## src/afl_pkg.sv

```systemverilog
// Package for the alternating fade flasher: field widths, phase codes,
// register indexes and reset values. No dependencies.
`default_nettype none

package afl_pkg;

  localparam int LEVEL_W = 10;
  localparam int TIME_W  = 32;
  localparam int DUR_W   = 16;
  localparam int PHASE_W = 3;
  localparam int CFG_IDX_W  = 2;
  localparam int CFG_DATA_W = 16;

  typedef logic [LEVEL_W-1:0] level_t;
  typedef logic [TIME_W-1:0]  time_t;
  typedef logic [DUR_W-1:0]   dur_t;
  typedef logic [PHASE_W-1:0] phase_t;

  localparam level_t FULL_LEVEL = level_t'(1023);

  localparam phase_t PH_IDLE   = phase_t'(0);
  localparam phase_t PH_RISE   = phase_t'(1);
  localparam phase_t PH_HOLD_R = phase_t'(2);
  localparam phase_t PH_XF_L   = phase_t'(3);
  localparam phase_t PH_HOLD_L = phase_t'(4);
  localparam phase_t PH_XF_R   = phase_t'(5);
  localparam phase_t PH_FADE   = phase_t'(6);

  localparam logic KIND_REQUEST = 1'b0;
  localparam logic KIND_POLL    = 1'b1;

  localparam logic [CFG_IDX_W-1:0] CFG_STEP_SIZE     = 2'd0;
  localparam logic [CFG_IDX_W-1:0] CFG_RAMP_INTERVAL = 2'd1;
  localparam logic [CFG_IDX_W-1:0] CFG_HOLD_TIME     = 2'd2;

  localparam level_t RST_STEP_SIZE     = level_t'(32);
  localparam dur_t   RST_RAMP_INTERVAL = dur_t'(10);
  localparam dur_t   RST_HOLD_TIME     = dur_t'(500);

endpackage

`default_nettype wire

```

## src/afl_if.sv

```systemverilog
// Valid/ready channel interfaces for the flasher's input and result
// transactions. Depends on afl_pkg.
`default_nettype none

interface afl_in_if;
  import afl_pkg::*;

  logic  valid;
  logic  ready;
  logic  kind;
  logic  on_request;
  time_t now_ms;

  modport source (output valid, kind, on_request, now_ms, input ready);
  modport sink   (input valid, kind, on_request, now_ms, output ready);
endinterface

interface afl_out_if;
  import afl_pkg::*;

  logic   valid;
  logic   ready;
  level_t right_level;
  level_t left_level;
  phase_t phase;
  logic   levels_written;

  modport source (output valid, right_level, left_level, phase, levels_written, input ready);
  modport sink   (input valid, right_level, left_level, phase, levels_written, output ready);
endinterface

`default_nettype wire

```

## src/alternating_fade_flasher_top.sv

```systemverilog
// Latency: a result is valid the cycle after its input transaction is accepted.
// Throughput: one transaction per cycle while the output is not stalled; the next state is one pass of add,
// compare and select logic from the phase/level/wait registers.
// Input is taken whenever the result register is empty or being drained.
// Reset (synchronous, rst_n low): idle phase, both levels 0, wait cleared,
// registers back to step 32, ramp interval 10 ms, hold 500 ms.
`default_nettype none

module alternating_fade_flasher_top (
  input  wire logic                        clk,
  input  wire logic                        rst_n,
  afl_in_if.sink                           in_ch,
  afl_out_if.source                        out_ch,
  input  wire logic                        cfg_we,
  input  wire logic [afl_pkg::CFG_IDX_W-1:0]  cfg_index,
  input  wire logic [afl_pkg::CFG_DATA_W-1:0] cfg_wdata
);
  import afl_pkg::*;

  level_t step_size_r;
  dur_t   ramp_interval_r;
  dur_t   hold_time_r;

  phase_t phase_r,      phase_nxt;
  level_t right_r,      right_nxt;
  level_t left_r,       left_nxt;
  time_t  wait_start_r, wait_start_nxt;
  dur_t   wait_len_r,   wait_len_nxt;
  logic   written_r,    written_nxt;
  logic   out_valid_r;

  logic   in_fire;
  logic   elapsed;
  time_t  since;
  logic [LEVEL_W:0] sum;
  level_t diff;

  assign in_ch.ready = !out_valid_r || out_ch.ready;
  assign in_fire     = in_ch.valid && in_ch.ready;

  assign since   = in_ch.now_ms - wait_start_r;
  assign elapsed = since >= time_t'(wait_len_r);
  assign sum     = {1'b0, right_r} + {1'b0, step_size_r};
  assign diff    = right_r - step_size_r;

  always_comb begin
    phase_nxt      = phase_r;
    right_nxt      = right_r;
    left_nxt       = left_r;
    wait_start_nxt = wait_start_r;
    wait_len_nxt   = wait_len_r;
    written_nxt    = 1'b0;

    if (in_ch.kind == KIND_REQUEST) begin
      if (in_ch.on_request && phase_r == PH_IDLE) begin
        phase_nxt      = PH_RISE;
        wait_start_nxt = in_ch.now_ms;
        wait_len_nxt   = ramp_interval_r;
      end else if (!in_ch.on_request && phase_r >= PH_RISE && phase_r <= PH_XF_R) begin
        phase_nxt      = PH_FADE;
        wait_start_nxt = in_ch.now_ms;
        wait_len_nxt   = ramp_interval_r;
      end
    end else if (elapsed) begin
      // poll: each active phase restarts the wait, mostly with the ramp interval, except the last fade step
      wait_start_nxt = in_ch.now_ms;
      wait_len_nxt   = ramp_interval_r;
      written_nxt    = 1'b1;
      case (phase_r)
        PH_RISE: begin
          if (sum >= {1'b0, FULL_LEVEL}) begin
            right_nxt    = FULL_LEVEL;
            phase_nxt    = PH_HOLD_R;
            wait_len_nxt = hold_time_r;
          end else begin
            right_nxt = sum[LEVEL_W-1:0];
          end
        end
        PH_HOLD_R: phase_nxt = PH_XF_L;
        PH_XF_L: begin
          if (right_r > step_size_r) begin
            right_nxt = diff;
            left_nxt  = FULL_LEVEL - diff;
          end else begin
            right_nxt    = '0;
            left_nxt     = FULL_LEVEL;
            phase_nxt    = PH_HOLD_L;
            wait_len_nxt = hold_time_r;
          end
        end
        PH_HOLD_L: phase_nxt = PH_XF_R;
        PH_XF_R: begin
          if (sum >= {1'b0, FULL_LEVEL}) begin
            right_nxt    = FULL_LEVEL;
            left_nxt     = '0;
            phase_nxt    = PH_HOLD_R;
            wait_len_nxt = hold_time_r;
          end else begin
            right_nxt = sum[LEVEL_W-1:0];
            left_nxt  = FULL_LEVEL - sum[LEVEL_W-1:0];
          end
        end
        PH_FADE: begin
          right_nxt = (right_r > step_size_r) ? diff : '0;
          left_nxt  = (left_r > step_size_r) ? left_r - step_size_r : '0;
          // once both are dark the wait is left as it was
          if (right_nxt == '0 && left_nxt == '0) begin
            phase_nxt      = PH_IDLE;
            wait_start_nxt = wait_start_r;
            wait_len_nxt   = wait_len_r;
          end
        end
        default: begin
          // idle and the unused code: poll has no effect
          wait_start_nxt = wait_start_r;
          wait_len_nxt   = wait_len_r;
          written_nxt    = 1'b0;
        end
      endcase
    end
  end

  always_ff @(posedge clk) begin
    if (!rst_n) begin
      step_size_r     <= RST_STEP_SIZE;
      ramp_interval_r <= RST_RAMP_INTERVAL;
      hold_time_r     <= RST_HOLD_TIME;
      phase_r         <= PH_IDLE;
      right_r         <= '0;
      left_r          <= '0;
      wait_start_r    <= '0;
      wait_len_r      <= '0;
      out_valid_r     <= 1'b0;
    end else begin
      if (cfg_we) begin
        case (cfg_index)
          CFG_STEP_SIZE:     step_size_r     <= cfg_wdata[LEVEL_W-1:0];
          CFG_RAMP_INTERVAL: ramp_interval_r <= cfg_wdata[DUR_W-1:0];
          CFG_HOLD_TIME:     hold_time_r     <= cfg_wdata[DUR_W-1:0];
          default: ;
        endcase
      end
      if (in_fire) begin
        phase_r      <= phase_nxt;
        right_r      <= right_nxt;
        left_r       <= left_nxt;
        wait_start_r <= wait_start_nxt;
        wait_len_r   <= wait_len_nxt;
        out_valid_r  <= 1'b1;
      end else if (out_ch.ready) begin
        out_valid_r  <= 1'b0;
      end
    end
  end

  // payload flag; the state registers double as the result payload since a new transaction
  // is only taken when no result is held or the held result leaves the same cycle
  always_ff @(posedge clk) begin
    if (in_fire) begin
      written_r <= written_nxt;
    end
  end

  assign out_ch.valid          = out_valid_r;
  assign out_ch.right_level    = right_r;
  assign out_ch.left_level     = left_r;
  assign out_ch.phase          = phase_r;
  assign out_ch.levels_written = written_r;

endmodule

`default_nettype wire
```

## src/flat_wrapper.sv

```systemverilog
// flat-port wrapper written by rule: the top's interface ports become plain ports
module alternating_fade_flasher_top_flat import afl_pkg::*;
  (clk, rst_n, cfg_we, cfg_index, cfg_wdata, in_ch_valid, in_ch_kind, in_ch_on_request, in_ch_now_ms, in_ch_ready, out_ch_valid, out_ch_right_level, out_ch_left_level, out_ch_phase, out_ch_levels_written, out_ch_ready);
  afl_in_if in_ch_i ();
  afl_out_if out_ch_i ();
  input  wire logic clk;
  input  wire logic rst_n;
  input  wire logic cfg_we;
  input  wire logic [afl_pkg::CFG_IDX_W-1:0] cfg_index;
  input  wire logic [afl_pkg::CFG_DATA_W-1:0] cfg_wdata;
  input wire logic [$bits(in_ch_i.valid)-1:0] in_ch_valid;
  input wire logic [$bits(in_ch_i.kind)-1:0] in_ch_kind;
  input wire logic [$bits(in_ch_i.on_request)-1:0] in_ch_on_request;
  input wire logic [$bits(in_ch_i.now_ms)-1:0] in_ch_now_ms;
  output wire logic [$bits(in_ch_i.ready)-1:0] in_ch_ready;
  output wire logic [$bits(out_ch_i.valid)-1:0] out_ch_valid;
  output wire logic [$bits(out_ch_i.right_level)-1:0] out_ch_right_level;
  output wire logic [$bits(out_ch_i.left_level)-1:0] out_ch_left_level;
  output wire logic [$bits(out_ch_i.phase)-1:0] out_ch_phase;
  output wire logic [$bits(out_ch_i.levels_written)-1:0] out_ch_levels_written;
  input wire logic [$bits(out_ch_i.ready)-1:0] out_ch_ready;
  assign in_ch_i.valid = in_ch_valid;
  assign in_ch_i.kind = in_ch_kind;
  assign in_ch_i.on_request = in_ch_on_request;
  assign in_ch_i.now_ms = in_ch_now_ms;
  assign in_ch_ready = in_ch_i.ready;
  assign out_ch_valid = out_ch_i.valid;
  assign out_ch_right_level = out_ch_i.right_level;
  assign out_ch_left_level = out_ch_i.left_level;
  assign out_ch_phase = out_ch_i.phase;
  assign out_ch_levels_written = out_ch_i.levels_written;
  assign out_ch_i.ready = out_ch_ready;
  alternating_fade_flasher_top u_core (.clk(clk), .rst_n(rst_n), .in_ch(in_ch_i), .out_ch(out_ch_i), .cfg_we(cfg_we), .cfg_index(cfg_index), .cfg_wdata(cfg_wdata));
endmodule
```

## config.mk

```make
export PLATFORM = sky130hd
export DESIGN_NAME = alternating_fade_flasher_top_flat
export DESIGN_NICKNAME = d
export VERILOG_FILES = /design/src/afl_pkg.sv /design/src/afl_if.sv /design/src/alternating_fade_flasher_top.sv /design/src/flat_wrapper.sv
export SDC_FILE = /design/constraint.sdc
export NUM_CORES = 1
export LEC_CHECK = 0
export CORE_MARGIN = 2
export CORE_UTILIZATION = 65
export CTS_CLUSTER_SIZE = 28
export DETAILED_ROUTE_END_ITERATION = 6
export DONT_BUFFER_PORTS = 1
export PLACE_DENSITY = 0.9
export RECOVER_POWER = 25
export SLEW_MARGIN = 15
export SYNTH_ARGS = -nofsm -noshare
export SYNTH_HDL_FRONTEND = slang
export SYNTH_SLANG_ARGS = --single-unit
```

## constraint.sdc

```tcl
create_clock -name clk -period 8.07 [get_ports clk]
set_clock_uncertainty 0.15 [all_clocks]
set_input_delay 0 -clock clk [delete_from_list [all_inputs] [get_ports clk]]
set_output_delay 0 -clock clk [all_outputs]
set_load 0.03 [all_outputs]
```

==> impl_results.md <==
* Status: finished, violations left
* Failing checks: capacitance limit, slew limit
* Pwr Density at 202 nW/µm²
* Number of synthesized register bits at 115
* Flop pwr share at 0.305
* Vias in the first global route at 9,298
* CP Cell Sequence: inv_1 -> ha_1 -> and3_1 -> a31oi_1 -> nand3_1 -> a31o_2 -> xor2_1 -> ha_1 -> a21oi_1 -> nor2b_1 -> o21ai_0 -> o221ai_1 -> or4_1 -> nor4_1 -> nand4_1 -> nor4_4 -> a211o_2 -> buf_4 -> nand3_1 -> o21ai_1 -> dlygate4sd3_1
* Number of I/O pins at 83
* Yosys top cell by area: dfxtp_1
* Max Cap Violations at 1
* Synth area leaders: dfxtp_1 25%, ha_1 11%, nand2_1 6.5%
* WHS Endpoint: u_core.hold_time_r[0]
* Largest net degree at the start of global routing at 76
* Max clock buf depth at 2
* Initial antenna violation count at 0
* Pre-CTS setup slack at 2260 ps
* Slowest stage delay, CP at 930 ps
* Via count at 9,591
* Required time of the worst setup path at 8270 ps
* Non-filler cells, final at 1,479
* Worst Tran Pin Value at 3150 ps
* Post-synthesis net count at 1,345
* Mapped Area at 9000 µm²
* CTS tree: yes
* DP Cell Count at 1,319
* Area taken by multi-input logic gates at 6020 µm²
* Async SR Flop Fraction at 0
* Yosys top cell area share at 0.254
* Fmax at 148 MHz
* Die X at 122 µm
* Worst R2R Path Depth at 21
* Die area at 14,800 µm²
* Ant diodes at 0
* Final Hold Fails at 0
* Fin Setup TNS at 0 ps
* Main combinational cell family by area after synthesis: compound AO/OA/AOI/OAI gates
* Crit-path slowest cell: a211o_2
* Most common cell after layout, fill and taps aside: nand2_1
* Port buffer count at 0
* Layout fillers at 893
* Most frequent cells in the layout: 156 x nand2_1, 128 x dlygate4sd3_1, 114 x dfxtp_1
* Clock share of power at 0.346
* VDD IR max at 0.157 mV
* Die Span Y at 122 µm
* Simple-gate share of the synthesized area at 0.238
* EDFF count, synth at 1
* R2R Path End: u_core.wait_start_r[14]
* Slew headroom at -1.10
* Row count at 42
* Ys Warns at 0
* Reg-to-reg startpoint: u_core.wait_start_r[9]
* Grt total ovfl at 0
* Post-layout net count at 1,429
* Final setup viols at 0
* Vias per cell at 6.48
* Hold buffer count at CTS at 129
* Critical Path Source Type: register
* Synth Area in Compound Gates at 0.259
* Critical Path End Type: register
* DR pass1 iterations at 6
* Unique cell type count in the Yosys netlist at 79
* Post-cts sizing count at 0
* Synthesized-area fraction occupied by adder cells at 0.117
* Routability-driven placement congestion ratio at 0.970
* Layout cells sized above 1 at 0.0507
* Register area at 2310 µm²
* Worst-path fanout max at 57
* RSZ-0062 raised after global routing: no
* # DRC at 0
* Post-synthesis mux area share at 0.0179
* Worst hold stages at 3
* Layout Area Growth over Synthesis at 19.7%
* Initial Utilization at 0.671
* GRT Util Overall at 0.381
* DRT Wirelength at 28.0 mm
* DP Area at 8910 µm²
* Reg-to-reg setup timing slack at 1320 ps
* Clock transition at the registers of the reported paths at 60 ps
* Post-Synth XOR/XNOR Area at 0.0360
* Min-delay src: cfg_index[1]
* Setup ws final at 1320 ps
* Core area at 13,400 µm²
* TritonCTS Buffers at 17
* Sw Pwr at 0.791 mW
* CP arrival at 6950 ps
* Clock root buffer: clkbuf_16
* DR iter-0 viols at 1,269
* Final Max Tran Viols at 76
* H-tree depth at 4
* Sequential share of the synthesized area at 0.257
* Primary FF master, synth: dfxtp_1
* Leak at 4.24 nW
* Period utilisation layout at 0.836
* Syn avg cell area at 7.45 µm²
* Worst hold path class: primary input to register
* Instance count of the mapped netlist at 1,207
* Setup CP Type: register to register
* Post-route ant nets at 0
* First-pass GRT wire length at 44.8 mm
* Net switching share of the total power at 0.364
* Routed WL per cell at 18.9 µm
* Internal power at 1.38 mW
* Sink Count at 115
* Design area at 10,800 µm²
* Setup repair bufs after CTS at 0
* Min Tclk post-route at 6750 ps
* DP HPWL at 17.0 mm
* Gate power share at 0.349
* Worst skew pair latency at 430 ps
==> state kept, by name, indices dropped and copies added, names as in the netlist <==
signal	cells
u_core.out_ch.valid	1
u_core.ramp_interval_r	16
u_core.wait_start_r	32
u_core.hold_time_r	16
u_core.out_ch.left_level	10
u_core.out_ch.levels_written	1
u_core.wait_len_r	16
u_core.step_size_r	10
u_core.out_ch.phase	3
u_core.out_ch.right_level	10
==> power by group through the flow <==
stage	Clock, mW	Combinational [mW]	Sequential (mW)
2_1_floorplan	0	0.539	0.660
3_3_place_gp	0	0.626	0.668
3_5_place_dp	0	0.638	0.670
4_1_cts	0.750	0.724	0.659
5_1_grt	0.782	0.825	0.666
6_report	0.752	0.757	0.663
==> final cells by class <==
class                           count  share of cell area
Clock buffer                       20              0.0415
Inverter                           89              0.0310
Sequential cell                   115               0.215
Tap cell                          176              0.0204
Multi-Input combinational cell    935               0.559
Clock inverter                     11              0.0122
Timing Repair Buffer              133               0.122
==> cell usage after synthesis (4+ instances only) <==
master    instances
nand3b_1          4
nand2b_1         22
nand3_1          56
o21a_1           11
buf_6             7
and3_1            6
o21ai_1          33
a21o_1           20
dfxtp_1         114
o21ai_0          47
nand2_1         156
a21oi_1         105
nand4_1          20
buf_2            17
xnor2_1          22
a211oi_1         29
fa_1              4
nor3_1           23
a221o_1           9
inv_1            88
ha_1             77
o221ai_1          9
or4_1             4
or3_1             5
and2_1            7
o21bai_1          4
o211ai_1          5
clkbuf_1         37
a211oi_2         12
xor2_1           15
mux2i_1          15
nor2_1           94
a311oi_1          7
a21oi_2           5
a31oi_1          11
nor4_1            8
a211o_1           4
o31ai_1           7
or2_2             4
nor2b_1          25
==> metal layers <==
layer | global-route usage | wire length, µm
met5 | 0 | 0
met4 | 0.184 | 1330
met3 | 0.104 | 2330
met2 | 0.654 | 13400
met1 | 0.437 | 10800
==> stage by stage <==
stage           util  hold slack [ps]  power [mW]
2_1_floorplan      -            -26.0        1.20
4_1_cts        0.806             10.0        2.13
5_1_grt        0.804             59.3        2.27
6_report       0.804             42.2        2.17
3_5_place_dp   0.665            -61.4        1.31
3_3_place_gp   0.665            -65.2        1.29
==> critical path: cells and delay by family, from the launching register on <==
family | cells | cell delay (ps)
fa+ha+maj | 2 | 650
flops | 1 | 350
buf+inv | 3 | 1250
simple gates | 8 | 1800
compound gates | 7 | 2320
xor+xnor | 1 | 150
==> worst max path at each step <==
stage | slack (ps) | cells past startpoint | endpoint | start
after detailed placement | 2260 | 20 | u_core.wait_start_r[24] | u_core.wait_start_r[8]
after CTS | 1680 | 21 | u_core.wait_start_r[18] | u_core.wait_start_r[8]
after global placement | 2430 | 20 | u_core.wait_start_r[26] | u_core.wait_start_r[8]
final | 1320 | 21 | u_core.wait_start_r[14] | u_core.wait_start_r[9]
after global routing | 780 | 22 | u_core.wait_start_r[14] | u_core.wait_start_r[1]
after floorplan | 3640 | 20 | u_core.out_ch.left_level[1] | u_core.wait_start_r[8]
==> cells by family (layout without fill, tap and decap cells) <==
| family | after synthesis | after routing |
|---|---|---|
| buffers and inverters | 157 | 253 |
| AOI/OAI and AO/OA | 352 | 352 |
| muxes | 16 | 16 |
| adders and majority gates | 82 | 82 |
| and+or+nand+nor | 448 | 448 |
| xor gates and xnor gates | 37 | 37 |
| DFF | 115 | 115 |
No activity file was read; power rests on OpenSTA's default activity.
